===== src/rtl/core/cau_pkg.sv =====
// Shared widths, codes, types and saturation helpers of the complex arithmetic unit.
package cau_pkg;

    localparam int DATA_WIDTH = 32;
    localparam int FRAC_BITS  = 16;

    localparam int PROD_W = 2 * DATA_WIDTH;
    localparam int SUM_W  = PROD_W + 1;
    localparam int ADD_W  = DATA_WIDTH + 1;
    localparam int NUM_W  = SUM_W + FRAC_BITS;
    localparam int QUO_W  = DATA_WIDTH + 1;
    localparam int HI_W   = NUM_W - QUO_W;
    localparam int DEN_W  = PROD_W;
    localparam int REM_W  = DEN_W + 1;

    localparam logic [1:0] FUNC_ADD = 2'd0;
    localparam logic [1:0] FUNC_SUB = 2'd1;
    localparam logic [1:0] FUNC_MUL = 2'd2;
    localparam logic [1:0] FUNC_DIV = 2'd3;

    localparam logic [1:0] STAT_OK  = 2'd0;
    localparam logic [1:0] STAT_DZ  = 2'd1;
    localparam logic [1:0] STAT_SAT = 2'd2;

    localparam logic [DATA_WIDTH-1:0] WORD_MAX = {1'b0, {(DATA_WIDTH-1){1'b1}}};
    localparam logic [DATA_WIDTH-1:0] WORD_MIN = {1'b1, {(DATA_WIDTH-1){1'b0}}};

    // Per-item control and the finished add/sub/mul result
    typedef struct packed {
        logic                  is_div;
        logic                  dz;
        logic                  neg_re;
        logic                  neg_im;
        logic                  ovf_re;
        logic                  ovf_im;
        logic [DATA_WIDTH-1:0] alt_re;
        logic [DATA_WIDTH-1:0] alt_im;
        logic                  alt_sat;
    } side_t;

    typedef struct packed {
        logic                  sat;
        logic [DATA_WIDTH-1:0] val;
    } sat_t;

    // Clamp a wide signed value to the word range
    function automatic sat_t sat_word(input logic signed [SUM_W-1:0] x);
        logic signed [SUM_W-1:0] smax;
        logic signed [SUM_W-1:0] smin;
        sat_t r;
        smax  = {{(SUM_W-DATA_WIDTH+1){1'b0}}, {(DATA_WIDTH-1){1'b1}}};
        smin  = ~smax;
        r.sat = 1'b0;
        r.val = x[DATA_WIDTH-1:0];
        if (x > smax)
        begin
            r.sat = 1'b1;
            r.val = WORD_MAX;
        end
        else if (x < smin)
        begin
            r.sat = 1'b1;
            r.val = WORD_MIN;
        end
        return r;
    endfunction

    // Apply sign to a quotient magnitude and clamp it
    function automatic sat_t sat_quot(input logic neg, input logic ovf,
                                      input logic [QUO_W-1:0] q);
        logic [QUO_W-1:0] lim;
        logic [QUO_W-1:0] nq;
        sat_t r;
        lim = {2'b00, {(DATA_WIDTH-1){1'b1}}} + {{(QUO_W-1){1'b0}}, neg};
        nq  = ~q + {{(QUO_W-1){1'b0}}, 1'b1};
        r.sat = 1'b0;
        r.val = neg ? nq[DATA_WIDTH-1:0] : q[DATA_WIDTH-1:0];
        if (ovf || (q > lim))
        begin
            r.sat = 1'b1;
            r.val = neg ? WORD_MIN : WORD_MAX;
        end
        return r;
    endfunction

endpackage


===== src/rtl/core/cau_div_step.sv =====
// One restoring-division step for the real and imaginary quotients.
module cau_div_step (
    input  logic                       clk,
    input  logic                       rst_n,
    input  logic                       en,
    input  logic                       in_valid,
    input  cau_pkg::side_t             in_side,
    input  logic [cau_pkg::DEN_W-1:0]  in_den,
    input  logic [cau_pkg::DEN_W-1:0]  in_rem_re,
    input  logic [cau_pkg::QUO_W-1:0]  in_nb_re,
    input  logic [cau_pkg::DEN_W-1:0]  in_rem_im,
    input  logic [cau_pkg::QUO_W-1:0]  in_nb_im,
    output logic                       out_valid,
    output cau_pkg::side_t             out_side,
    output logic [cau_pkg::DEN_W-1:0]  out_den,
    output logic [cau_pkg::DEN_W-1:0]  out_rem_re,
    output logic [cau_pkg::QUO_W-1:0]  out_nb_re,
    output logic [cau_pkg::DEN_W-1:0]  out_rem_im,
    output logic [cau_pkg::QUO_W-1:0]  out_nb_im
);

    logic                       valid_reg;
    cau_pkg::side_t             side_reg;
    logic [cau_pkg::DEN_W-1:0]  den_reg, rem_re_reg, rem_im_reg;
    logic [cau_pkg::QUO_W-1:0]  nb_re_reg, nb_im_reg;

    logic [cau_pkg::REM_W-1:0]  t_re, t_im, d_ext, df_re, df_im;
    logic                       ge_re, ge_im;

    // Shift in the next numerator bit and trial-subtract
    always_comb
    begin
        d_ext = {1'b0, in_den};
        t_re  = {in_rem_re, in_nb_re[cau_pkg::QUO_W-1]};
        t_im  = {in_rem_im, in_nb_im[cau_pkg::QUO_W-1]};
        ge_re = (t_re >= d_ext);
        ge_im = (t_im >= d_ext);
        df_re = t_re - d_ext;
        df_im = t_im - d_ext;
    end

    always_ff @(posedge clk or negedge rst_n)
    begin
        if (!rst_n)
        begin
            valid_reg <= 1'b0;
        end
        else if (en)
        begin
            valid_reg <= in_valid;
        end
    end

    // Keep the remainder, push the quotient bit in at the bottom
    always_ff @(posedge clk)
    begin
        if (en)
        begin
            side_reg   <= in_side;
            den_reg    <= in_den;
            rem_re_reg <= ge_re ? df_re[cau_pkg::DEN_W-1:0] : t_re[cau_pkg::DEN_W-1:0];
            rem_im_reg <= ge_im ? df_im[cau_pkg::DEN_W-1:0] : t_im[cau_pkg::DEN_W-1:0];
            nb_re_reg  <= {in_nb_re[cau_pkg::QUO_W-2:0], ge_re};
            nb_im_reg  <= {in_nb_im[cau_pkg::QUO_W-2:0], ge_im};
        end
    end

    assign out_valid  = valid_reg;
    assign out_side   = side_reg;
    assign out_den    = den_reg;
    assign out_rem_re = rem_re_reg;
    assign out_nb_re  = nb_re_reg;
    assign out_rem_im = rem_im_reg;
    assign out_nb_im  = nb_im_reg;

endmodule


===== config.mk =====
export PLATFORM = sky130hd
export DESIGN_NAME = cau_div_step
export DESIGN_NICKNAME = d
export VERILOG_FILES = /design/src/rtl/core/cau_pkg.sv /design/src/rtl/core/cau_div_step.sv
export SDC_FILE = /design/constraint.sdc
export NUM_CORES = 1
export LEC_CHECK = 0
export BUFFER_PORTS_ARGS = -buffer_cell sky130_fd_sc_hd__buf_4
export CAP_MARGIN = 20
export CELL_PAD_IN_SITES_DETAIL_PLACEMENT = 0
export CELL_PAD_IN_SITES_GLOBAL_PLACEMENT = 2
export CORE_AREA = 2 2 258 260
export CTS_BUF_LIST = sky130_fd_sc_hd__clkbuf_4 sky130_fd_sc_hd__clkbuf_8
export CTS_CLUSTER_DIAMETER = 50
export DETAILED_ROUTE_END_ITERATION = 16
export DIE_AREA = 0 0 260 262
export GPL_ROUTABILITY_DRIVEN = 0
export HOLD_SLACK_MARGIN = 0.15
export PLACE_DENSITY_LB_ADDON = 0.05
export REMOVE_ABC_BUFFERS = 1
export SYNTH_ARGS = -nofsm -noshare
export SYNTH_HDL_FRONTEND = slang
export SYNTH_SLANG_ARGS = --single-unit

===== constraint.sdc =====
create_clock -name clk -period 0.8 [get_ports clk]
set_input_delay 0.16 -clock clk [delete_from_list [all_inputs] [get_ports clk]]
set_output_delay 0.16 -clock clk [all_outputs]
set_load 0.1 [all_outputs]

==> impl_metrics.tcl <==
set metrics [dict create \
    drtAntennaViolNets 0 \
    layoutNonFillerInstCount 4444 \
    setup.worst_path.class "input pin to flop" \
    cts.clk_slew.worst_paths_ns 0.05 \
    grt.total_usage 0.284 \
    postSynthCellCount 1852 \
    die_width_um 260 \
    yosysMostFrequentCell "edfxtp_1" \
    leakage_nw 17.7 \
    synth.yosys.warnings 0 \
    final_core_util 0.616 \
    cp.arrival_ns 2.94 \
    dr.first_iter.drc_count 1367 \
    fin_setup_tns_ns -408.52 \
    drc 0 \
    holdWs_ns -0.286 \
    start_util 0.298 \
    final_hold_viol_count 17 \
    relSlewSlack 0.610 \
    synth_top_area_cell "edfxtp_1" \
    fin_ws_ns -1.73 \
    crit_path_max_fanout 7 \
    wl_per_cell_um 22.7 \
    dpl.hpwl_um 72300 \
    grt_pass1_wl_um 144000 \
    rsz0062_at_grt "yes" \
    die_h_um 262 \
    async_reset_ff_frac 0.00303 \
    tritoncts.num_buffers 68 \
    synth.top_cells.by_area "edfxtp_1 51%, ha_1 8.2%, a21oi_1 5.3%" \
    portBuffers 662 \
    status "complete, but fails checks" \
    final_layout_size_suffix_gt1_frac 0.542 \
    synthTopCellsByCount "329 x edfxtp_1, 207 x a21oi_1, 169 x nand2_1" \
    period_minus_slack_ns 2.53 \
    fmax_mhz 395 \
    core_area_sq_um 65300 \
    ys_seq_area_frac 0.509 \
    timing.final.crit_share 3.16 \
    required_ns 1.21 \
    peakVddDrop_mv 1.31 \
    synth_ff_type "edfxtp_1" \
    routed_wirelength_um 101000 \
    vias 21500 \
    pre_cts_slack_ns -2.67 \
    fin_nets 3986 \
    ys_types 85 \
    syn_area_sq_um 19500 \
    avgSynthCellArea_sq_um 10.5 \
    maxCapViolations 0 \
    clock_skew_ns 0 \
    synth_top_area_share 0.508 \
    start_kind "input pin" \
    finalSetupViolations 461 \
    maxSlewViolCount 0 \
    ctsHtreeMaxLevel 3 \
    synth_edf_count 329 \
    hold_path_class "input pin to flop" \
    end_kind "flop" \
    first_global_vias 22500 \
    cts_max_path_buffers 3 \
    grt_max_degree 45 \
    ys_seq_elements 330 \
    cts_tree "yes" \
    antenna_found_initial 6 \
    clock-sinks 330 \
    max_slew.worst_pin.slew_ns 0.583 \
    clockRootBuffer "clkbuf_8" \
    violations "hold timing, setup timing" \
    area_growth_pct 107 \
    fillCellCount 5425 \
    die_area_sq_um 68100 \
    clock_latency_ns 0.64 \
    io_pins 663 \
    power_density_nw_per_um2 2060 \
    rows 94 \
    vias_per_cell 4.84 \
    dp_cells 3881 \
    first_pass_iters 6 \
    grt_overflow 0 \
]
## stage by stage
stage               power [mW]  area [sq um]
floorplan                 42.9         19000
global placement          54.8         30000
detailed placement        54.8         30000
CTS                       82.3         39100
global route              85.9         40200
finish                    83.0         40200
## layout by cell type, fill, tap and decap left out, types with 14 or more instances in the layout
cell type | synthesis | final
dlygate4sd3_1 | 0 | 318
nand4_1 | 51 | 51
xor2_1 | 46 | 42
clkbuf_8 | 0 | 69
buf_8 | 0 | 25
nor2_2 | 0 | 39
nand2b_1 | 17 | 17
ha_1 | 128 | 61
o21ai_0 | 127 | 56
o21ai_1 | 14 | 18
mux2_4 | 1 | 15
nand2_1 | 169 | 133
o21ai_2 | 2 | 62
inv_2 | 0 | 18
buf_16 | 0 | 18
a21o_1 | 69 | 69
clkinv_1 | 0 | 14
ha_4 | 0 | 59
o21bai_1 | 30 | 27
nand3_1 | 27 | 23
buf_12 | 0 | 52
nor2_1 | 120 | 76
xnor2_1 | 67 | 61
a21oi_2 | 3 | 78
a21oi_1 | 207 | 122
clkbuf_4 | 0 | 17
nand2_4 | 0 | 18
inv_1 | 110 | 71
nand2_2 | 1 | 19
buf_4 | 3 | 903
buf_6 | 5 | 375
edfxtp_1 | 329 | 329
## area by class of cell
type,count,area (sq um),share of cell area
inverter,110,483,0.0120
clock buffer,86,1080,0.0268
clock inverter,37,425,0.0106
sequential,330,9900,0.246
timing repair buffer,1693,16100,0.401
antenna,4,10.0,0.000249
multi-input combinational,1320,11100,0.276
tap,864,1080,0.0269
## metal layers
layer | part of all wire | vias to the layer above | GRT usage
met5 | 0.00022 | - | 0
met4 | 0.033 | 4 | 0.106
met3 | 0.060 | 169 | 0.0523
met2 | 0.50 | 675 | 0.498
met1 | 0.41 | 10500 | 0.347
li1 | - | 10200 | -
## worst max-delay path, cell delays in order
cell      delay, ns
buf_8          0.10
inv_6          0.05
ha_4           0.19
a21o_1         0.19
a21o_1         0.15
a21o_1         0.18
a211oi_2       0.23
o21bai_2       0.13
o32a_1         0.45
o211a_1        0.22
o21ai_4        0.19
buf_12         0.18
buf_16         0.17
buf_12         0.13
buf_16         0.15
o21ai_2        0.06
## final timing paths
check	depth (start not counted)	from	end	slack (ns)
max in group asynchronous	3	rst_n	out_valid	0.32
max reg2reg	1	out_valid	out_valid	-0.01
min	1	in_den[0]	out_den[0]	-0.29
min in group asynchronous	3	rst_n	out_valid	0.38
max	16	in_den[34]	out_rem_im[1]	-1.73
min reg2reg	1	out_valid	out_valid	0.61
## timing repair
action,4_1_cts,5_1_grt
setup endpoints to repair,460,461
gates cloned,28,2
gates resized for setup,866,220
hold buffers,303,15
hold endpoints to repair,655,211
pin swaps,154,96
buffers inserted,70,45
## power by group
part	internal [mW]	leakage, nW	switching (mW)	total [mW]
Combinational	15.2	13.6	25.1	40.3
Sequential	21.5	3.23	1.09	22.6
Clock	11.6	0.771	8.48	20.1
## cells by family (layout without fill, tap and decap cells)
logic type / after synthesis / in the layout / synth area share
other: 0 / 4 / 0
AOI/OAI and AO/OA: 567 / 567 / 0.181
xor gates and xnor gates: 113 / 113 / 0.0509
buffers and inverters: 202 / 1926 / 0.0434
muxes: 23 / 23 / 0.0131
DFF: 330 / 330 / 0.509
and+or+nand+nor: 487 / 487 / 0.118
adders and majority gates: 130 / 130 / 0.0844
## registers in the layout, summed over array words and instances (netlist names)
signal,flops
out_den,64
out_nb_im,33
out_nb_re,33
out_rem_im,64
out_rem_re,64
out_side,71
out_valid,1
Note: power is estimated with default switching activity, not from simulation.
